File: src/sv/plmd_pkg.sv
package plmd_pkg;

  localparam int MAX_POINTS_DEF = 128;

  localparam int OP_W    = 2;
  localparam int COORD_W = 16;
  localparam int DIST_W  = 24;
  localparam int STAT_W  = 2;

  localparam int CRD_W   = 18;
  localparam int DIF_W   = CRD_W + 1;
  localparam int PROD_W  = 2 * DIF_W;
  localparam int ACC_W   = 40;
  localparam int HALF_W  = 18;
  localparam int CC_W    = 70;
  localparam int FRAC_W  = 16;
  localparam int NUM_W   = CC_W + FRAC_W;
  localparam int DEN_W   = 36;
  localparam int SQ_W    = 48;
  localparam int SQRT_W  = SQ_W / 2;
  localparam int SUM_W   = SQ_W - FRAC_W;

  localparam logic signed [CRD_W-1:0] RAY_LOW  = -18'sd100000;
  localparam logic signed [CRD_W-1:0] RAY_HIGH = 18'sd100000;
  localparam logic [SQ_W-1:0]         SQ_MAX   = {SQ_W{1'b1}};

  localparam logic [OP_W-1:0] OP_LOAD_L  = 2'd0;
  localparam logic [OP_W-1:0] OP_LOAD_R  = 2'd1;
  localparam logic [OP_W-1:0] OP_COMPUTE = 2'd2;
  localparam logic [OP_W-1:0] OP_NOP     = 2'd3;

  localparam logic [STAT_W-1:0] ST_OK      = 2'd0;
  localparam logic [STAT_W-1:0] ST_EMPTY   = 2'd1;
  localparam logic [STAT_W-1:0] ST_DROPPED = 2'd2;

  localparam int ACC_N    = 6;
  localparam int ACC_LEN2 = 0;
  localparam int ACC_D1   = 1;
  localparam int ACC_D2   = 2;
  localparam int ACC_CR   = 3;
  localparam int ACC_EA   = 4;
  localparam int ACC_EB   = 5;

  localparam int CALC_STEPS = 12;
  localparam int SQR_STEPS  = 3;

  typedef enum logic [3:0] {
    S_IDLE, S_RD_P, S_LD0, S_LDS, S_CALC, S_EVAL, S_SQR, S_DIVGO, S_DIVW,
    S_NEXT, S_SQRTGO, S_SQRTW, S_DONE
  } plmd_state_t;

  typedef struct packed {
    logic done;
    logic sat;
  } plmd_div_stat_t;

endpackage

File: src/sv/plmd_mul.sv
module plmd_mul (
  input  logic                                clk,
  input  logic signed [plmd_pkg::DIF_W-1:0]   a,
  input  logic signed [plmd_pkg::DIF_W-1:0]   b,
  output logic signed [plmd_pkg::PROD_W-1:0]  p_r
);
  always_ff @(posedge clk) begin
    p_r <= a * b;
  end
endmodule

File: config.mk
export PLATFORM = sky130hd
export DESIGN_NAME = plmd_mul
export DESIGN_NICKNAME = d
export VERILOG_FILES = /design/src/sv/plmd_pkg.sv /design/src/sv/plmd_mul.sv
export SDC_FILE = /design/constraint.sdc
export NUM_CORES = 1
export LEC_CHECK = 0
export BUFFER_PORTS_ARGS = -buffer_cell sky130_fd_sc_hd__buf_2
export CORE_MARGIN = 2
export CORE_UTILIZATION = 55
export CTS_BUF_LIST = sky130_fd_sc_hd__clkbuf_16
export DETAILED_ROUTE_END_ITERATION = 12
export PLACE_DENSITY_LB_ADDON = 0.12
export SLEW_MARGIN = 40
export SYNTH_ARGS = -nofsm -noshare
export SYNTH_HDL_FRONTEND = slang
export SYNTH_SLANG_ARGS = --single-unit
File: constraint.sdc
create_clock -name clk -period 7.9 [get_ports clk]
set_clock_uncertainty 0.15 [all_clocks]
set_input_delay 1.185 -clock clk [delete_from_list [all_inputs] [get_ports clk]]
set_output_delay 1.185 -clock clk [all_outputs]
set_load 0.1 [all_outputs]
==> flow_metrics.tcl <==
set metrics [dict create \
    cap_viol_max_count 0 \
    vias 9864 \
    min_from "b[0]" \
    hold_buffers 0 \
    reg_top3 "p_r (38)" \
    synthAdderAreaFrac_pct 62.4 \
    required_ps 7940 \
    die_area_um2 27000 \
    htree_levels 2 \
    yosysTopAreaCell "fa_1" \
    synthArstFlopShare_pct 0 \
    synth_area_um2 14100 \
    synth_mux_area_share_pct 0 \
    largest_reg_flops 38 \
    yosysUniqueCellTypes 45 \
    min_period_ps 7620 \
    path_buf_inv 4 \
    cts_max_path_buffers 2 \
    hold_depth 2 \
    finalWirelength_mm 34.0 \
    max_slew_margin_pct 64.7 \
    coreArea_um2 25200 \
    grt_pass1_wl_mm 56.5 \
    drc 0 \
    status "complete, no violations" \
    drtIter0Drc 576 \
    synth_top_area_share_pct 52.4 \
    fin_util_pct 61.1 \
    synth_seq_area_share_pct 5.39 \
    max_stage_delay_ps 550 \
    ys_warn_count 0 \
    grt_pass1_vias 10900 \
    ioPinCount 77 \
    via_per_inst 5.24 \
    drive_gt1_share_pct 9.65 \
    cp_slowest_cell "fa_1" \
    max_freq_mhz 131 \
    syn-instance-count 1465 \
    synth.top_cells.by_area "fa_1, ha_1, inv_1" \
    synth_ff_type "dfxtp_1" \
    synth_area_per_cell_um2 9.63 \
    setup_viol 0 \
    slew_viol_final 0 \
    critPathTopFamily "adder cells" \
    cp_max_fo 13 \
    synth_compound_area_share_pct 4.23 \
    arrival_ps 7650 \
    cp-start-kind "primary input" \
    worst_slew_pin_slew_ps 528 \
    grtUsageTotal_pct 27.7 \
    std_cell_rows 58 \
    dp_hpwl_mm 29.7 \
    wl_per_cell_um 18.1 \
    synth.most_common_cell "fa_1" \
    first_pass_iters 5 \
    rsz0062_at_grt "false" \
    crit_top_cell "fa_1" \
    fin_crit_sh_pct 96.4 \
    nNetsFinal 2074 \
    path_clk_slew_ps 70 \
    fp.dieH_um 164 \
    area_growth_pct 9.13 \
    synth_edf_count 0 \
    grt_max_degree 20 \
    synthTopCellsByCount "fa_1, inv_1, and2_1" \
    hold_violations 0 \
    hold_path_end "p_r[0]$_DFF_P_" \
    crit_type "primary input to flop" \
    synth_top_family_by_area "adder cells" \
    cts_tree "yes" \
    crit_chain "buf_2 -> buf_12 -> and2_1 -> fa_1 -> inv_1 -> fa_1 -> inv_1 -> fa_1 -> fa_1 -> fa_1 -> fa_1 -> fa_1 -> ha_1 -> nand4_1 -> nor2_1 -> a22oi_1 -> o31ai_4 -> a311oi_2 -> o41a_1 -> o31ai_4 -> a31oi_1 -> xnor2_1" \
    antenna_cells 0 \
    mappedNetlistNets 1986 \
    synthSimpleGateAreaFrac_pct 14.5 \
    root_buffer "clkbuf_16" \
    grt-ovfl-total 0 \
    hold_class "primary input to flop" \
    synth_xor_area_share_pct 2.55 \
    gp_congestion 0.917 \
    port_buffers 76 \
    end_kind "flop" \
    numCtsBuffers 5 \
    synth_seq_cells 38 \
    die_w_um 164 \
    initial_core_util_pct 56.0 \
    antenna_found_initial 1 \
    cts.sinks 38 \
    ant_nets 0 \
    regMostFlops "p_r" \
]
## per-stage QoR
| step | cell area (µm²) | setup WS (ps) | hold slack, ps | TNS [ps] | instances |
|---|---|---|---|---|---|
| 3_5_place_dp | 15200 | -134 | 1510 | -244 | 1875 |
| 6_report | 15400 | 284 | 1200 | 0 | 1884 |
| 5_1_grt | 15400 | 59.5 | 1200 | 0 | 1884 |
| 3_3_place_gp | 15200 | -75.8 | 1500 | -75.8 | 1875 |
| 2_1_floorplan | 14100 | 221 | 1160 | 0 | 1465 |
| 4_1_cts | 15400 | 181 | 1180 | 0 | 1883 |
## how the worst max path moves through the flow
stage | from | end | slack (ps) | cells after the start
5_1_grt | a[4] | p_r[37]$_DFF_P_ | 60 | 22
3_3_place_gp | b[1] | p_r[37]$_DFF_P_ | -80 | 23
4_1_cts | b[1] | p_r[36]$_DFF_P_ | 180 | 20
6_report | a[5] | p_r[37]$_DFF_P_ | 280 | 22
2_1_floorplan | a[18] | p_r[34]$_DFF_P_ | 220 | 25
3_5_place_dp | b[1] | p_r[36]$_DFF_P_ | -130 | 20
## logic make-up after synthesis
family / Yosys count
fa+ha+maj: 482
buf+inv: 411
simple gates: 406
compound gates: 87
xor+xnor: 41
flops: 38
## metal layers
layer  track usage (%)  share of wire, %  vias up
li1                  -                 -     4428
met1              34.2                38     5087
met2              50.3                54      270
met3              2.90               4.3       77
met4              10.0               3.9        2
met5                 0             0.032        -
## what timing repair did
action	in CTS	in global routing
endpoints found under the hold margin	0	0
endpoints found under the setup margin	0	2
resized for setup	0	4
buffers inserted	0	1
## cell usage in the layout, fill, tap and decap left out, types with 2 or more instances in the layout
cell type  instances
a31oi_1            3
o31ai_1            4
clkbuf_16          5
buf_2             76
and3_1             3
nor3_1             5
o21a_1             4
a21o_1            20
o31ai_4            2
ha_1             113
xnor2_1           32
o21ai_0            9
nand3_1            5
a21oi_1           25
nand4_1            2
o21bai_1           3
inv_1            357
a21boi_0           2
buf_4             56
and2_1           184
xor2_1             9
nand2b_1           7
nand2_1          166
o311ai_0           2
nor2_1            27
fa_1             369
bufinv_16          2
dfxtp_1           38
buf_12             3
## layout make-up
type / instances / area (µm²)
Inverter: 357 / 1340
Sequential cell: 38 / 761
Clock inverter: 3 / 68.8
Fill cell: 2222 / 9780
Clock buffer: 5 / 125
Timing Repair Buffer: 135 / 861
Multi-Input combinational cell: 1016 / 11800
Tap cell: 330 / 413
Power is left out: the tool's default activity adds up to more than one toggle a clock period on the data nets, which glitch-free logic cannot reach.
