## config.mk

```make
export PLATFORM = sky130hd
export DESIGN_NAME = plmd_ram
export DESIGN_NICKNAME = d
export VERILOG_FILES = /design/src/sv/plmd_pkg.sv /design/src/sv/plmd_ram.sv
export SDC_FILE = /design/constraint.sdc
export NUM_CORES = 2
export LEC_CHECK = 0
export BUFFER_PORTS_ARGS = -buffer_cell sky130_fd_sc_hd__buf_2
export CORE_UTILIZATION = 35
export CTS_BUF_LIST = sky130_fd_sc_hd__clkbuf_8
export DETAILED_ROUTE_END_ITERATION = 8
export PLACE_DENSITY = 0.46
export SKIP_CTS_REPAIR_TIMING = 1
export SLEW_MARGIN = 20
export SYNTH_ARGS = -nofsm -noshare
export SYNTH_HDL_FRONTEND = slang
export SYNTH_SLANG_ARGS = --single-unit
```

## constraint.sdc

```tcl
create_clock -name clk -period 9.1 [get_ports clk]
set_clock_uncertainty 0.15 [all_clocks]
set_input_delay 1.82 -clock clk [delete_from_list [all_inputs] [get_ports clk]]
set_output_delay 1.82 -clock clk [all_outputs]
set_load 0.005 [all_outputs]
```

## src/sv/plmd_pkg.sv

```systemverilog
package plmd_pkg;

  localparam int MAX_POINTS_DEF = 128;

  localparam int OP_W    = 2;
  localparam int COORD_W = 16;
  localparam int DIST_W  = 24;
  localparam int STAT_W  = 2;

  localparam int CRD_W   = 18;
  localparam int DIF_W   = CRD_W + 1;
  localparam int PROD_W  = 2 * DIF_W;
  localparam int ACC_W   = 40;
  localparam int HALF_W  = 18;
  localparam int CC_W    = 70;
  localparam int FRAC_W  = 16;
  localparam int NUM_W   = CC_W + FRAC_W;
  localparam int DEN_W   = 36;
  localparam int SQ_W    = 48;
  localparam int SQRT_W  = SQ_W / 2;
  localparam int SUM_W   = SQ_W - FRAC_W;

  localparam logic signed [CRD_W-1:0] RAY_LOW  = -18'sd100000;
  localparam logic signed [CRD_W-1:0] RAY_HIGH = 18'sd100000;
  localparam logic [SQ_W-1:0]         SQ_MAX   = {SQ_W{1'b1}};

  localparam logic [OP_W-1:0] OP_LOAD_L  = 2'd0;
  localparam logic [OP_W-1:0] OP_LOAD_R  = 2'd1;
  localparam logic [OP_W-1:0] OP_COMPUTE = 2'd2;
  localparam logic [OP_W-1:0] OP_NOP     = 2'd3;

  localparam logic [STAT_W-1:0] ST_OK      = 2'd0;
  localparam logic [STAT_W-1:0] ST_EMPTY   = 2'd1;
  localparam logic [STAT_W-1:0] ST_DROPPED = 2'd2;

  localparam int ACC_N    = 6;
  localparam int ACC_LEN2 = 0;
  localparam int ACC_D1   = 1;
  localparam int ACC_D2   = 2;
  localparam int ACC_CR   = 3;
  localparam int ACC_EA   = 4;
  localparam int ACC_EB   = 5;

  localparam int CALC_STEPS = 12;
  localparam int SQR_STEPS  = 3;

  typedef enum logic [3:0] {
    S_IDLE, S_RD_P, S_LD0, S_LDS, S_CALC, S_EVAL, S_SQR, S_DIVGO, S_DIVW,
    S_NEXT, S_SQRTGO, S_SQRTW, S_DONE
  } plmd_state_t;

  typedef struct packed {
    logic done;
    logic sat;
  } plmd_div_stat_t;

endpackage

```

## src/sv/plmd_ram.sv

```systemverilog
module plmd_ram #(
  parameter int WIDTH = 32,
  parameter int DEPTH = plmd_pkg::MAX_POINTS_DEF
) (
  input  logic                                       clk,
  input  logic                                       we,
  input  logic [((DEPTH > 1) ? $clog2(DEPTH) : 1)-1:0] addr,
  input  logic [WIDTH-1:0]                           wdata,
  output logic [WIDTH-1:0]                           rdata
);
  logic [WIDTH-1:0] mem [DEPTH];

  always_ff @(posedge clk) begin
    if (we) begin
      mem[addr] <= wdata;
    end
    rdata <= mem[addr];
  end
endmodule

```

==> flow_summary_export.csv <==
group,metric,value,unit
status,outcome,"completed",
final_layout,syn_to_final_growth,15.2,%
worst_setup_path,cp_data_required_time,10050,ps
die,coreArea,446000,um^2
yosys,yosysWarnings,0,
final_layout,postLayoutCellArea,181000,um^2
yosys,synthDistinctLibCells,76,
final_layout,fin_cells,15961,
timing,rsz0062_at_grt,"no",
timing,hold_viol_final,0,
final_layout,drive_gt1_frac,0.194,
yosys,synth-edff-count,4096,
route,dr.first_iter.drc_count,14305,
route,ant_nets,0,
die,ioPinCount,73,
worst_setup_path,slowest_delay,940,ps
route,routed_wl,642,mm
yosys,synth_ff_type,"edfxtp_1",
timing,setup-violations-final,0,
worst_setup_path,critical_path.top_delay_family,"simple AND/OR/NAND/NOR gates",
yosys,synth_area,157000,um^2
final_layout,mostFrequentLayoutCell,"edfxtp_1",
cts,clock_latency,1290,ps
global_route,grt_usage,0.276,
cts,cts_buffers,704,
cts,clk_path_buf_depth,4,
worst_setup_path,cp_cell_sequence,"buf_8 -> buf_4 -> nor2b_4 -> buf_12 -> a221oi_1 -> o22ai_1 -> a22oi_1 -> nand4_1 -> or4_1",
worst_setup_path,crit_type,"in2reg",
worst_setup_path,critPathLaunchType,"primary input",
cts,htreeDepth,6,
global_route,grt.overflow.total,0,
route,dr.pass1.iters,6,
place,gp_congestion,0.914,
timing,timing.hold.ws,631,ps
timing,worst_pin_slew,1310,ps
global_route,grt_max_degree,123,
yosys,synth-seq-cells,4128,
cts,cts-root-buf,"clkbuf_8",
route,viasPerCell,6.15,
global_route,grt_pass1_vias,94068,
cts,cts_tree,"built",
cts,clk_pin_slew,60,ps
final_layout,mostFrequentLayoutCells,"4096 x edfxtp_1, 847 x a221oi_1, 732 x clkbuf_8",
yosys,async_reset_ff_frac,0,
timing,finalMaxSlewViolations,0,
route,wl_per_cell,40.2,um
pwr,ir_worst_vdd,148,uV
global_route,grt_pass1_wl,855,mm
worst_setup_path,crit_buf_inv,3,
worst_hold_path,hold_path.class,"reg2reg",
yosys,ys_seq_area_frac,0.786,
place,place_area,168000,um^2
die,die_height,672,um
timing,period_minus_slack,6220,ps
worst_setup_path,cp.arrival,7170,ps
place,portBuffers,72,
yosys,synthesis.nets,8995,
die,row_count,245,
final_layout,final_core_util,0.406,
pwr,powerDensity,217,nW/um^2
pwr,p_leak,56.3,nW
timing,fin_crit_sh,0.683,
global_route,antenna_found_initial,87,
cts,cts.sinks,4128,
route,drc,0,
die,initial_core_util,0.352,
timing,fin_tns_setup,0,ps
die,fp.dieW,672,um
place,dp_hpwl,390,mm
timing,fmax,161,MHz
worst_setup_path,critPathMaxFanout,75,
timing,slew_headroom,0.127,
worst_setup_path,crit_slowest_cell,"a22oi_1",
worst_setup_path,cp-end-kind,"register",
yosys,avgSynthCellArea,17.6,um^2
final_layout,fin_nets,9487,
run,drv_cap,0,
route,vias,98170,
die,dieArea,452000,um^2
yosys,syn_inst,8954,
place,post-place-cells,14667,
-- path summary, 6_finish.rpt --
kind                                   start        end  slack (ps)  depth (start not counted)
worst max register to register  mem[119][31]  rdata[31]        5310                          5
worst max-delay path                 addr[2]  rdata[31]        2880                          9
worst min register to register   mem[27][30]  rdata[30]         630                          3
worst min-delay path             mem[27][30]  rdata[30]         630                          3
-- where the power goes --
part	internal, W	total [W]	switching (W)
logic	0.000609	0.00270	0.00209
registers	0.0210	0.0211	0.000118
clock network	0.00757	0.0154	0.00786
-- metal layers --
layer,part of all wire,global-route usage,up-vias
met3,0.10,0.0720,1179
li1,-,-,38768
met2,0.44,0.413,5951
met4,0.051,0.126,54
met1,0.40,0.378,52218
met5,0.00060,0,-
-- flip-flops by register name, indices dropped and copies added (netlist names) --
| register | cells |
|---|---|
| mem | 4096 |
| rdata | 32 |
-- cells in the mapped netlist, types with 13 or more instances --
cell type  count  share of area
mux2_2       277          0.020
buf_1        135         0.0032
a31oi_1       21        0.00084
nand3b_1      31         0.0015
or4_1         13        0.00062
a221oi_1     847          0.047
mux2i_1      127         0.0081
a21o_1        15        0.00072
nor2b_1      108         0.0043
o21ai_0      324          0.010
a21oi_1      425          0.014
edfxtp_1    4096           0.78
a222oi_1      44         0.0028
o221ai_1      49         0.0027
and3_1        14        0.00056
o22a_1        31         0.0017
a22oi_1      468          0.022
a22o_1        43         0.0024
o32ai_1       13        0.00072
nand2_1      241         0.0058
o2111ai_1     17        0.00095
o211ai_1      17        0.00081
nand4_1       14        0.00056
buf_4         26         0.0012
or2_2         16        0.00064
o22ai_1      170         0.0068
a221o_1       64         0.0041
dfxtp_1       32         0.0041
nor2_1       290         0.0069
o2bb2ai_1     25         0.0014
nor3_1        43         0.0014
clkbuf_1     324         0.0077
a211o_1       19         0.0011
nand3_1       27        0.00086
a211oi_1      43         0.0021
mux4_2        70          0.010
nand2b_1      22        0.00088
buf_2        239         0.0076
-- cell families after synthesis --
group	synth area share
flip-flops	0.786
AO/OA/AOI/OAI	0.128
AND/OR/NAND/NOR	0.0273
buffers and inverters	0.0202
multiplexers	0.0381
-- metrics by stage --
| step | worst slack, ps | power, W |
|---|---|---|
| 6_report | 2880 | 0.0393 |
| 5_1_grt | 3160 | 0.0403 |
| 4_1_cts | 3420 | 0.0394 |
| 3_5_place_dp | 2030 | 0.0242 |
| 3_3_place_gp | 920 | 0.0241 |
| 2_1_floorplan | 2190 | 0.0225 |
-- cell type report --
cell class | instances | area [um^2]
Inverter | 7 | 53.8
Clock buffer | 732 | 10100
Fill cell | 40441 | 265000
Multi-Input combinational cell | 4092 | 31900
Sequential cell | 4128 | 124000
Tap cell | 5928 | 7420
Timing Repair Buffer | 513 | 5440
Clock inverter | 519 | 2520
Antenna cell | 42 | 105
-- tightest hold or removal path, stage by stage, from the launching register on --
cell      delay (ps)
edfxtp_1         320
a221oi_1         110
o22a_1           230
nand4b_1          90
Power figures use the tool's default switching activity.
