--- config.mk ---
export PLATFORM = sky130hd
export DESIGN_NAME = plmd_sqrt
export DESIGN_NICKNAME = d
export VERILOG_FILES = /design/src/sv/plmd_pkg.sv /design/src/sv/plmd_sqrt.sv
export SDC_FILE = /design/constraint.sdc
export NUM_CORES = 1
export LEC_CHECK = 0
export BUFFER_PORTS_ARGS = -buffer_cell sky130_fd_sc_hd__buf_4
export CORE_MARGIN = 2
export CORE_UTILIZATION = 35
export CTS_CLUSTER_DIAMETER = 80
export DETAILED_ROUTE_END_ITERATION = 8
export PLACE_DENSITY = 0.62
export SLEW_MARGIN = 20
export SYNTH_ARGS = -nofsm -noshare
export SYNTH_HDL_FRONTEND = slang
export SYNTH_SLANG_ARGS = --single-unit
--- constraint.sdc ---
create_clock -name clk -period 5.2 [get_ports clk]
set_clock_uncertainty 0.1 [all_clocks]
set_input_delay 1.04 -clock clk [delete_from_list [all_inputs] [get_ports clk]]
set_output_delay 1.04 -clock clk [all_outputs]
set_load 0.03 [all_outputs]
--- src/sv/plmd_pkg.sv ---
package plmd_pkg;

  localparam int MAX_POINTS_DEF = 128;

  localparam int OP_W    = 2;
  localparam int COORD_W = 16;
  localparam int DIST_W  = 24;
  localparam int STAT_W  = 2;

  localparam int CRD_W   = 18;
  localparam int DIF_W   = CRD_W + 1;
  localparam int PROD_W  = 2 * DIF_W;
  localparam int ACC_W   = 40;
  localparam int HALF_W  = 18;
  localparam int CC_W    = 70;
  localparam int FRAC_W  = 16;
  localparam int NUM_W   = CC_W + FRAC_W;
  localparam int DEN_W   = 36;
  localparam int SQ_W    = 48;
  localparam int SQRT_W  = SQ_W / 2;
  localparam int SUM_W   = SQ_W - FRAC_W;

  localparam logic signed [CRD_W-1:0] RAY_LOW  = -18'sd100000;
  localparam logic signed [CRD_W-1:0] RAY_HIGH = 18'sd100000;
  localparam logic [SQ_W-1:0]         SQ_MAX   = {SQ_W{1'b1}};

  localparam logic [OP_W-1:0] OP_LOAD_L  = 2'd0;
  localparam logic [OP_W-1:0] OP_LOAD_R  = 2'd1;
  localparam logic [OP_W-1:0] OP_COMPUTE = 2'd2;
  localparam logic [OP_W-1:0] OP_NOP     = 2'd3;

  localparam logic [STAT_W-1:0] ST_OK      = 2'd0;
  localparam logic [STAT_W-1:0] ST_EMPTY   = 2'd1;
  localparam logic [STAT_W-1:0] ST_DROPPED = 2'd2;

  localparam int ACC_N    = 6;
  localparam int ACC_LEN2 = 0;
  localparam int ACC_D1   = 1;
  localparam int ACC_D2   = 2;
  localparam int ACC_CR   = 3;
  localparam int ACC_EA   = 4;
  localparam int ACC_EB   = 5;

  localparam int CALC_STEPS = 12;
  localparam int SQR_STEPS  = 3;

  typedef enum logic [3:0] {
    S_IDLE, S_RD_P, S_LD0, S_LDS, S_CALC, S_EVAL, S_SQR, S_DIVGO, S_DIVW,
    S_NEXT, S_SQRTGO, S_SQRTW, S_DONE
  } plmd_state_t;

  typedef struct packed {
    logic done;
    logic sat;
  } plmd_div_stat_t;

endpackage

--- src/sv/plmd_sqrt.sv ---
module plmd_sqrt (
  input  logic                          clk,
  input  logic                          rst_n,
  input  logic                          start,
  input  logic [plmd_pkg::SQ_W-1:0]     v,
  output logic [plmd_pkg::SQRT_W-1:0]   root,
  output logic                          done
);
  localparam int VW = plmd_pkg::SQ_W;
  localparam int RW = plmd_pkg::SQRT_W;
  localparam int EW = RW + 3;
  localparam int KW = $clog2(RW + 1);

  logic [VW-1:0] v_r, v_nxt;
  logic [EW-1:0] rem_r, rem_nxt, rem_sh, trial;
  logic [RW-1:0] root_r, root_nxt;
  logic [KW-1:0] cnt_r, cnt_nxt;
  logic          busy_r, busy_nxt, done_r, done_nxt, ge;

  always_comb begin
    rem_sh   = {rem_r[EW-3:0], v_r[VW-1:VW-2]};
    trial    = EW'({root_r, 2'b01});
    ge       = (rem_sh >= trial);
    v_nxt    = v_r;
    rem_nxt  = rem_r;
    root_nxt = root_r;
    cnt_nxt  = cnt_r;
    busy_nxt = busy_r;
    done_nxt = 1'b0;
    if (start) begin
      v_nxt    = v;
      rem_nxt  = '0;
      root_nxt = '0;
      cnt_nxt  = KW'(RW);
      busy_nxt = 1'b1;
    end else if (busy_r) begin
      v_nxt    = {v_r[VW-3:0], 2'b00};
      rem_nxt  = ge ? (rem_sh - trial) : rem_sh;
      root_nxt = {root_r[RW-2:0], ge};
      cnt_nxt  = cnt_r - 1'b1;
      if (cnt_r == KW'(1)) begin
        busy_nxt = 1'b0;
        done_nxt = 1'b1;
      end
    end
  end

  always_ff @(posedge clk) begin
    if (!rst_n) begin
      busy_r <= 1'b0;
      done_r <= 1'b0;
      cnt_r  <= '0;
    end else begin
      busy_r <= busy_nxt;
      done_r <= done_nxt;
      cnt_r  <= cnt_nxt;
    end
  end

  always_ff @(posedge clk) begin
    v_r    <= v_nxt;
    rem_r  <= rem_nxt;
    root_r <= root_nxt;
  end

  assign root = root_r;
  assign done = done_r;
endmodule

==> results of run 1 <==
## registers in the layout, summed over array words and instances, names as in the netlist
name and count:
cnt_r 5, busy_r 1, root 24, rem_r 25, v_r 48, done 1
## layer usage
layer / wire length, um / part of all wire, % / global-route usage [%]
met4: 172 / 1.4 / 4.60
met2: 5770 / 48 / 22.5
met3: 779 / 6.5 / 5.75
met5: 0 / 0 / 0
met1: 5330 / 44 / 17.6
## final timing paths
path / to / slack [ns]
worst max-delay path: rem_r[20] / 1.99
worst min-delay path: cnt_r[1] / 0.40
worst max register to register: rem_r[20] / 1.99
worst min register to register: cnt_r[1] / 0.40
## cell families after synthesis
| group | after synthesis |
|---|---|
| AOI/OAI and AO/OA | 110 |
| xor gates and xnor gates | 20 |
| adders and majority gates | 28 |
| buffers and inverters | 61 |
| DFF | 104 |
| muxes | 82 |
| and+or+nand+nor | 152 |
## area by class of cell
type	instances	area [sq um]
fill	1594	9170
multi-input combinational	392	2960
sequential	104	2560
timing repair buffer	78	606
tap	216	270
clock buffer	9	225
inverter	31	116
clock inverter	7	86.3
## through the flow
stage          util [%]  area [sq um]
3_3_place_gp       40.6          6490
2_1_floorplan         -          5780
3_5_place_dp       40.6          6490
4_1_cts            42.5          6800
5_1_grt            42.7          6830
6_report           42.7          6830
## cells in the mapped netlist, types with 4 or more instances
master / number
sky130_fd_sc_hd__nor2_1: 60
sky130_fd_sc_hd__dfxtp_1: 56
sky130_fd_sc_hd__edfxtp_1: 48
sky130_fd_sc_hd__mux2_2: 47
sky130_fd_sc_hd__mux2i_1: 35
sky130_fd_sc_hd__inv_1: 31
sky130_fd_sc_hd__ha_1: 28
sky130_fd_sc_hd__nand2_1: 28
sky130_fd_sc_hd__a21oi_1: 27
sky130_fd_sc_hd__clkbuf_1: 20
sky130_fd_sc_hd__a211oi_1: 16
sky130_fd_sc_hd__o21ai_0: 13
sky130_fd_sc_hd__xnor2_1: 10
sky130_fd_sc_hd__xor2_1: 10
sky130_fd_sc_hd__a21o_1: 9
sky130_fd_sc_hd__nor3_1: 9
sky130_fd_sc_hd__buf_2: 8
sky130_fd_sc_hd__nor4_1: 8
sky130_fd_sc_hd__o211ai_1: 7
sky130_fd_sc_hd__a311oi_1: 6
sky130_fd_sc_hd__o21a_1: 6
sky130_fd_sc_hd__nand2b_1: 5
sky130_fd_sc_hd__nand3_1: 5
sky130_fd_sc_hd__nand4_1: 5
sky130_fd_sc_hd__and4_1: 4
sky130_fd_sc_hd__nor2b_1: 4
sky130_fd_sc_hd__nor3b_1: 4
## worst max-delay path, cell delays in order, from the launching register on
cell and delay (ns):
sky130_fd_sc_hd__dfxtp_1 0.38, sky130_fd_sc_hd__inv_1 0.06, sky130_fd_sc_hd__ha_1 0.44, sky130_fd_sc_hd__nand4_1 0.18, sky130_fd_sc_hd__nor4_1 0.47, sky130_fd_sc_hd__nand4_1 0.16
sky130_fd_sc_hd__o211ai_1 0.16, sky130_fd_sc_hd__a21oi_4 0.16, sky130_fd_sc_hd__buf_16 0.21, sky130_fd_sc_hd__or4_1 0.53, sky130_fd_sc_hd__a311oi_1 0.27
## where the power goes
part | total (uW) | switching, uW | internal, uW
Combinational | 1700 | 924 | 773
Clock | 723 | 336 | 386
Sequential | 1040 | 71.3 | 971
## cells in the final DEF (no fill, tap or decap), types with 4 or more instances in the layout
cell type                    n
sky130_fd_sc_hd__mux2i_1    35
sky130_fd_sc_hd__edfxtp_1   48
sky130_fd_sc_hd__ha_1       28
sky130_fd_sc_hd__nand3_1     5
sky130_fd_sc_hd__nand2_1    28
sky130_fd_sc_hd__and4_1      4
sky130_fd_sc_hd__nor3b_1     4
sky130_fd_sc_hd__nand2b_1    5
sky130_fd_sc_hd__a311oi_1    6
sky130_fd_sc_hd__o21ai_0    13
sky130_fd_sc_hd__xor2_1     10
sky130_fd_sc_hd__o211ai_1    7
sky130_fd_sc_hd__o21a_1      6
sky130_fd_sc_hd__nand4_1     5
sky130_fd_sc_hd__mux2_2     47
sky130_fd_sc_hd__buf_4      77
sky130_fd_sc_hd__nor2b_1     4
sky130_fd_sc_hd__inv_1      31
sky130_fd_sc_hd__nor4_1      8
sky130_fd_sc_hd__nor3_1      9
sky130_fd_sc_hd__dfxtp_1    55
sky130_fd_sc_hd__xnor2_1    10
sky130_fd_sc_hd__clkbuf_16   9
sky130_fd_sc_hd__a211oi_1   16
sky130_fd_sc_hd__a21oi_1    27
sky130_fd_sc_hd__nor2_1     60
sky130_fd_sc_hd__a21o_1      9
==> results.json, run 1 <==
{
  "final_cells": 837,
  "num_rows": 46,
  "initialDrtViolationCount": 245,
  "power-per-cell-area_nw_per_um2": 507,
  "clk-insertion-delay-late_ns": 0.37,
  "reported_max_cap_violation_count": 0,
  "synth_top_family_by_area": "multiplexers",
  "synth_top_area_share_pct": 24.9,
  "global_placement_routability_congestion": 0.863,
  "worst_hold_startpoint": "cnt_r[1]",
  "floorplan.die.height_um": 132,
  "crit_required_ns": 5.37,
  "wl_per_cell_um": 14.4,
  "post_cts_resized": 0,
  "post_cts_hold_fix_bufs": 0,
  "chipWidth_um": 132,
  "ir_worst_vdd_mv": 0.332,
  "fin_max_slew_vios": 0,
  "ioPinCount": 76,
  "cp-end-kind": "register",
  "floorplan.core_area_sq_um": 16000,
  "floorplan.initialDensity_pct": 36.1,
  "leakage_uw": 0.00269,
  "syn_nets": 636,
  "grt_antenna_before_repair": 0,
  "synth_warnings": 0,
  "diodes": 0,
  "numPlacedInstances": 820,
  "synth_compound_gate_area_share_pct": 13.9,
  "yosys.cell_types.count": 55,
  "status": "finished, final reports clean",
  "vias_in_the_first_global_route": 4255,
  "regToRegStartpoint": "root[11]",
  "remaining_drc_errors": 0,
  "synth_top_cells_by_area": "sky130_fd_sc_hd__edfxtp_1 25%, sky130_fd_sc_hd__dfxtp_1 19%, sky130_fd_sc_hd__mux2_2 9.2%",
  "final_layout_size_suffix_gt1_share_pct": 24.5,
  "placement.io_buffers": 75,
  "clock_sinks": 104,
  "synth.area.mux_share_pct": 15.2,
  "report.final.hold_viol_count": 0,
  "cts_root_buffer": "sky130_fd_sc_hd__clkbuf_16",
  "ys_seq_elements": 104,
  "post_cts.repair.setup_buffers": 0,
  "worstHoldPathCells": 2,
  "min-delay-path-class": "reg -> reg",
  "start_kind": "register",
  "die_area_sq_um": 17600,
  "numCtsBuffers": 9,
  "area_delta_synth_final_pct": 18.2,
  "viasPerCell": 5.09,
  "ff2ff_path_depth": 10,
  "worst_slack_ns": 1.99,
  "fmax_mhz": 311,
  "worst_setup_path_startpoint": "root[11]",
  "seq_area_frac_synth_pct": 44.3,
  "tritoncts": "done",
  "period_minus_slack_ns": 3.21,
  "synth_ff_type": "sky130_fd_sc_hd__dfxtp_1",
  "synth-simple-area-share_pct": 13.0,
  "critPathMaxFanout": 22,
  "pre_cts_ws_ns": 1.85,
  "finalPower_uw": 3460,
  "final_antenna_net_count": 0,
  "synth_area_leader_cell": "sky130_fd_sc_hd__edfxtp_1",
  "synth_enable_flop_cells": 48,
  "async_reset_ff_share_pct": 0,
  "design.final.nets": 695,
  "post_synthesis_cells": 557,
  "rsz0062_at_grt": "no",
  "grt_first_pass_wirelength_um": 20300,
  "crit_type": "reg -> reg",
  "synthesis.area_per_instance_sq_um": 10.4,
  "dr_total_vias": 4258,
  "synthesis.area_sq_um": 5780,
  "synth-xor-area-share_pct": 3.03,
  "buffer_levels_on_the_longest_clock_path": 2,
  "maximum_number_of_pins_on_one_net_before_global_route_repair": 61,
  "critPathArrivalTime_ns": 3.39,
  "report.final.setup_viol": 0,
  "drt-pass1-iter-count": 4,
  "timing.hold.ws_ns": 0.401,
  "fin_crit_sh_pct": 61.8,
  "routed_wl_um": 12000,
  "timing_worst_slew_pin_value_ns": 0.690,
  "groute.usage.overall_pct": 14.2,
  "slew_headroom_pct": 53.5,
  "clk_pin_slew_ns": 0.07,
  "hpwl_dp_um": 8600,
  "residual_overflow_from_global_routing": 0,
  "sum_of_negative_setup_slack_ns": 0,
  "synthAdderAreaFrac_pct": 6.06,
  "ctsHtreeMaxLevel": 3
}
No activity file was read; power rests on OpenSTA's default activity.
==> run 2: changes to the inputs <==
==> constraint.sdc (replaced) <==
create_clock -name clk -period 3.1 [get_ports clk]
set_clock_uncertainty 0.1 [all_clocks]
set_input_delay 0.62 -clock clk [delete_from_list [all_inputs] [get_ports clk]]
set_output_delay 0.62 -clock clk [all_outputs]
set_load 0.03 [all_outputs]
==> results.json, run 2 (synthesized netlist as in run 1, its figures left out) <==
{
  "clk-insertion-delay-late_ns": 0.36,
  "residual_overflow_from_global_routing": 0,
  "crit_type": "reg -> reg",
  "ff_latch_area_sq_um": 2560,
  "initialDrtViolationCount": 210,
  "report.final.hold_viol_count": 0,
  "maximum_number_of_pins_on_one_net_before_global_route_repair": 44,
  "ioPinCount": 76,
  "clk_pin_slew_ns": 0.07,
  "leading_cell_type_in_the_layout_fill_and_taps_excluded": "sky130_fd_sc_hd__buf_4",
  "fin_crit_sh_pct": 96.5,
  "placement.io_buffers": 75,
  "global_placement_routability_congestion": 0.915,
  "fmax_mhz": 334,
  "report.final.setup_viol": 0,
  "fin_max_slew_vios": 0,
  "design.final.nets": 703,
  "critPathTopFamily": "compound AO/OA/AOI/OAI gates",
  "critPathArrivalTime_ns": 3.14,
  "final_antenna_net_count": 0,
  "hpwl_dp_um": 8850,
  "chipWidth_um": 132,
  "wl_per_cell_um": 14.6,
  "remaining_drc_errors": 0,
  "postPlaceCellArea_sq_um": 6570,
  "power-per-cell-area_nw_per_um2": 849,
  "cp-end-kind": "register",
  "crit_chain": "inv_1, ha_1, or3_1, a211oi_2, o211a_4, o21ai_4, a21oi_4, buf_4, nor3_1, a311o_1",
  "flip_flop_count_of_the_largest_register_all_copies_and_words_added": 48,
  "routed_wl_um": 12300,
  "crit_required_ns": 3.25,
  "floorplan.core_area_sq_um": 16000,
  "num_rows": 46,
  "post_cts_hold_fix_bufs": 0,
  "final_layout_size_suffix_gt1_share_pct": 25.6,
  "floorplan.die.height_um": 132,
  "final_cell_mix": "85 x sky130_fd_sc_hd__buf_4, 60 x sky130_fd_sc_hd__nor2_1, 55 x sky130_fd_sc_hd__dfxtp_1, 48 x sky130_fd_sc_hd__edfxtp_1, 47 x sky130_fd_sc_hd__mux2_2",
  "tritoncts": "done",
  "dr_total_vias": 4306,
  "die_area_sq_um": 17600,
  "ctsHtreeMaxLevel": 3,
  "grt_first_pass_wirelength_um": 20800,
  "nFillCells": 1563,
  "drt-pass1-iter-count": 4,
  "area_delta_synth_final_pct": 19.7,
  "min-delay-path-class": "in -> reg",
  "diodes": 0,
  "numCtsBuffers": 9,
  "reported_max_cap_violation_count": 0,
  "slew_headroom_pct": 57.2,
  "sum_of_negative_setup_slack_ns": 0,
  "critPathMaxStageDelay_ns": 0.42,
  "multi_input_comb_area_sq_um": 2970,
  "cts_root_buffer": "sky130_fd_sc_hd__clkbuf_16",
  "buffer_levels_on_the_longest_clock_path": 2,
  "post_cts.repair.setup_buffers": 0,
  "finalInstanceArea_sq_um": 6920,
  "status": "finished, final reports clean",
  "groute.usage.overall_pct": 14.5,
  "vias_in_the_first_global_route": 4275,
  "critPathMaxFanout": 17,
  "ir_worst_vdd_mv": 0.535,
  "finalPower_uw": 5870,
  "timing_worst_slew_pin_value_ns": 0.635,
  "grt_antenna_before_repair": 0,
  "viasPerCell": 5.10,
  "critical_path_buf_inv_count": 2,
  "worst_path_max_delay_cell": "sky130_fd_sc_hd__or3_1",
  "leakage_uw": 0.00274,
  "floorplan.initialDensity_pct": 36.1,
  "start_kind": "register",
  "period_minus_slack_ns": 2.99,
  "rsz0062_at_grt": "no",
  "clock_sinks": 104,
  "registers.top_by_ff_count": "v_r"
}
## run 2: worst paths after layout
path	startpoint	end	slack [ns]	cells after the start
setup / recovery	root[0]	rem_r[1]	0.11	10
hold / removal	rst_n	cnt_r[4]	0.39	2
setup reg to reg	root[0]	rem_r[1]	0.11	10
hold reg to reg	rem_r[9]	rem_r[11]	0.41	2
## run 2: where the power goes
group / internal [uW] / leakage, uW / switching [uW]
Clock: 733 / 0.000165 / 555
Combinational: 1270 / 0.00163 / 1570
Sequential: 1630 / 0.000941 / 119
## run 2: stage by stage
step / util, % / cells / hold slack (ns) / worst slack (ns)
2_1_floorplan: - / 557 / 0.369 / 0.265
3_3_place_gp: 41.1 / 829 / 0.387 / 0.185
3_5_place_dp: 41.1 / 829 / 0.398 / 0.118
4_1_cts: 43.2 / 845 / 0.379 / 0.0958
5_1_grt: 43.2 / 845 / 0.379 / 0.00672
6_report: 43.2 / 845 / 0.394 / 0.108
## run 2: layout make-up
type,instances,share of cell area [%]
clock buffers,10,3.31
clock inverters,6,1.59
inverters,31,1.68
multi-input cells,392,42.9
flip-flops and latches,104,37.1
well taps,216,3.91
repair buffers,86,9.51
## run 2: layer usage
layer | vias to the layer above | GRT usage, % | wire length [um]
li1 | 2174 | - | -
met1 | 2021 | 17.8 | 5490
met2 | 102 | 23.9 | 5950
met3 | 9 | 5.67 | 794
met4 | 0 | 3.58 | 76
met5 | - | 0 | 0
## run 2: repair_timing
item                                   CTS  global route
setup endpoints to repair                0             8
endpoints found under the hold margin    0             0
gates resized for setup                  0             3
==> run 3: changes to the inputs <==
--- a/config.mk
+++ b/config.mk
@@ -8,6 +8,7 @@
 export BUFFER_PORTS_ARGS = -buffer_cell sky130_fd_sc_hd__buf_4
 export CORE_MARGIN = 2
 export CORE_UTILIZATION = 35
+export CTS_BUF_LIST = sky130_fd_sc_hd__clkbuf_4
 export CTS_CLUSTER_DIAMETER = 80
 export DETAILED_ROUTE_END_ITERATION = 8
 export PLACE_DENSITY = 0.62
==> constraint.sdc (replaced) <==
create_clock -name clk -period 3.2 [get_ports clk]
set_clock_uncertainty 0.1 [all_clocks]
set_input_delay 0.64 -clock clk [delete_from_list [all_inputs] [get_ports clk]]
set_output_delay 0.64 -clock clk [all_outputs]
set_load 0.03 [all_outputs]
==> results.json, run 3 (synthesized netlist as in run 1, its figures left out) <==
{
  "critPathMaxFanout": 10,
  "most_frequent_cell_on_critical_path": "sky130_fd_sc_hd__nand4_1",
  "routed_wl_um": 12400,
  "grt_first_pass_wirelength_um": 20700,
  "fin_crit_sh_pct": 94.4,
  "rrSetupSlack_ns": 0.18,
  "maximum_number_of_pins_on_one_net_before_global_route_repair": 49,
  "final_cell_mix": "88 x sky130_fd_sc_hd__buf_4, 60 x sky130_fd_sc_hd__nor2_1, 55 x sky130_fd_sc_hd__dfxtp_1, 48 x sky130_fd_sc_hd__edfxtp_1, 47 x sky130_fd_sc_hd__mux2_2",
  "tritoncts": "done",
  "ir_worst_vdd_mv": 0.492,
  "timing_worst_slew_pin_value_ns": 0.686,
  "worst_path_max_delay_cell": "sky130_fd_sc_hd__or4_1",
  "placement.io_buffers": 75,
  "diodes": 0,
  "chipWidth_um": 132,
  "floorplan.initialDensity_pct": 36.1,
  "fmax_mhz": 331,
  "floorplan.die.height_um": 132,
  "ioPinCount": 76,
  "crit_required_ns": 3.49,
  "clk-insertion-delay-late_ns": 0.49,
  "area_delta_synth_final_pct": 17.3,
  "clock_sinks": 104,
  "worst_slack_ns": 0.180,
  "leakage_uw": 0.00268,
  "reported_max_cap_violation_count": 0,
  "cts_root_buffer": "sky130_fd_sc_hd__clkbuf_4",
  "critPathMaxStageDelay_ns": 0.53,
  "hpwl_dp_um": 9020,
  "design.final.nets": 707,
  "cp-end-kind": "register",
  "groute.usage.overall_pct": 14.3,
  "crit_type": "reg -> reg",
  "crit_chain": "inv_1, ha_1, nand4_1, nor4_2, nand4_1, o211ai_1, a21oi_4, buf_12, or4_1, a311oi_1",
  "m1WireLength_um": 5610,
  "final_antenna_net_count": 0,
  "power-per-cell-area_nw_per_um2": 792,
  "residual_overflow_from_global_routing": 0,
  "timing.hold.ws_ns": 0.275,
  "global_placement_routability_congestion": 0.870,
  "dr_total_vias": 4412,
  "clk_pin_slew_ns": 0.19,
  "fin_max_slew_vios": 0,
  "period_minus_slack_ns": 3.02,
  "min-delay-path-class": "in -> reg",
  "leading_cell_type_in_the_layout_fill_and_taps_excluded": "sky130_fd_sc_hd__buf_4",
  "ctsHtreeMaxLevel": 3,
  "rsz0062_at_grt": "no",
  "wl_per_cell_um": 14.6,
  "routed_length_on_met2_um": 5750,
  "start_kind": "register",
  "slew_headroom_pct": 53.8,
  "post_cts_hold_fix_bufs": 0,
  "sum_of_negative_setup_slack_ns": 0,
  "report.final.setup_viol": 0,
  "vias_in_the_first_global_route": 4305,
  "registers.top_by_ff_count": "v_r",
  "num_rows": 46,
  "final_layout_size_suffix_gt1_share_pct": 26.1,
  "buffer_levels_on_the_longest_clock_path": 2,
  "numCtsBuffers": 9,
  "floorplan.core_area_sq_um": 16000,
  "status": "finished, final reports clean",
  "drt-pass1-iter-count": 4,
  "die_area_sq_um": 17600,
  "remaining_drc_errors": 0,
  "initialDrtViolationCount": 261,
  "flip_flop_count_of_the_largest_register_all_copies_and_words_added": 48,
  "detailroute.wirelength.met3_um": 824,
  "nFillCells": 1601,
  "report.final.hold_viol_count": 0,
  "critPathArrivalTime_ns": 3.31,
  "viasPerCell": 5.20,
  "pre_cts_ws_ns": 0.124,
  "grt_antenna_before_repair": 0,
  "routed.top_layer": "met4"
}
## run 3: changes by cell type in the layout (fill, tap and decap cells not counted), sizes merged
cell      delta
buf          +4
bufinv       -1
clkbuf       -1
clkinvlp     +1
inv          +1
## run 3: final timing paths
check	startpoint	end	depth (start not counted)
max	root[18]	rem_r[20]	10
min	rst_n	cnt_r[3]	2
max reg2reg	root[18]	rem_r[20]	10
min reg2reg	rem_r[9]	rem_r[11]	2
## run 3: final cells by class
type                       count  area [sq um]  share of cell area (%)
clock buffer                   9          67.6                   0.996
clock inverter                 7          93.8                    1.38
inverter                      31           116                    1.72
multi-input combinational    392          2970                    43.8
sequential                   104          2560                    37.8
tap                          216           270                    3.99
timing repair buffer          90           701                    10.3
## run 3: timing repair
action | CTS | global route
buffers inserted | 0 | 3
gates resized for setup | 0 | 1
setup endpoints to repair | 0 | 10
## run 3: stage by stage
step                instance area (sq um)  std cells  total power, uW  util [%]
floorplan                            5780        557             3910         -
global placement                     6580        830             4390      41.1
detailed placement                   6580        830             4450      41.1
CTS                                  6740        846             5250      42.1
global route                         6780        849             5780      42.4
finish                               6780        849             5370      42.4
## run 3: per-layer routing
| metal | track usage (%) | vias up |
|---|---|---|
| met5 | 0 | - |
| met4 | 4.24 | 0 |
| met3 | 4.79 | 24 |
| met2 | 23.2 | 127 |
| met1 | 18.1 | 2077 |
| li1 | - | 2184 |
## run 3: worst max-delay path: cells and delay by family, from the launching register on
family          cells  cell delay, ns
buf+inv             2            0.20
simple gates        4            1.20
flops               1            0.43
compound gates      3            0.53
fa+ha+maj           1            0.44
## run 3: where the power goes
part,total [uW],switching (uW),internal (uW)
registers,1690,110,1580
clock network,760,499,261
logic,2920,1560,1360
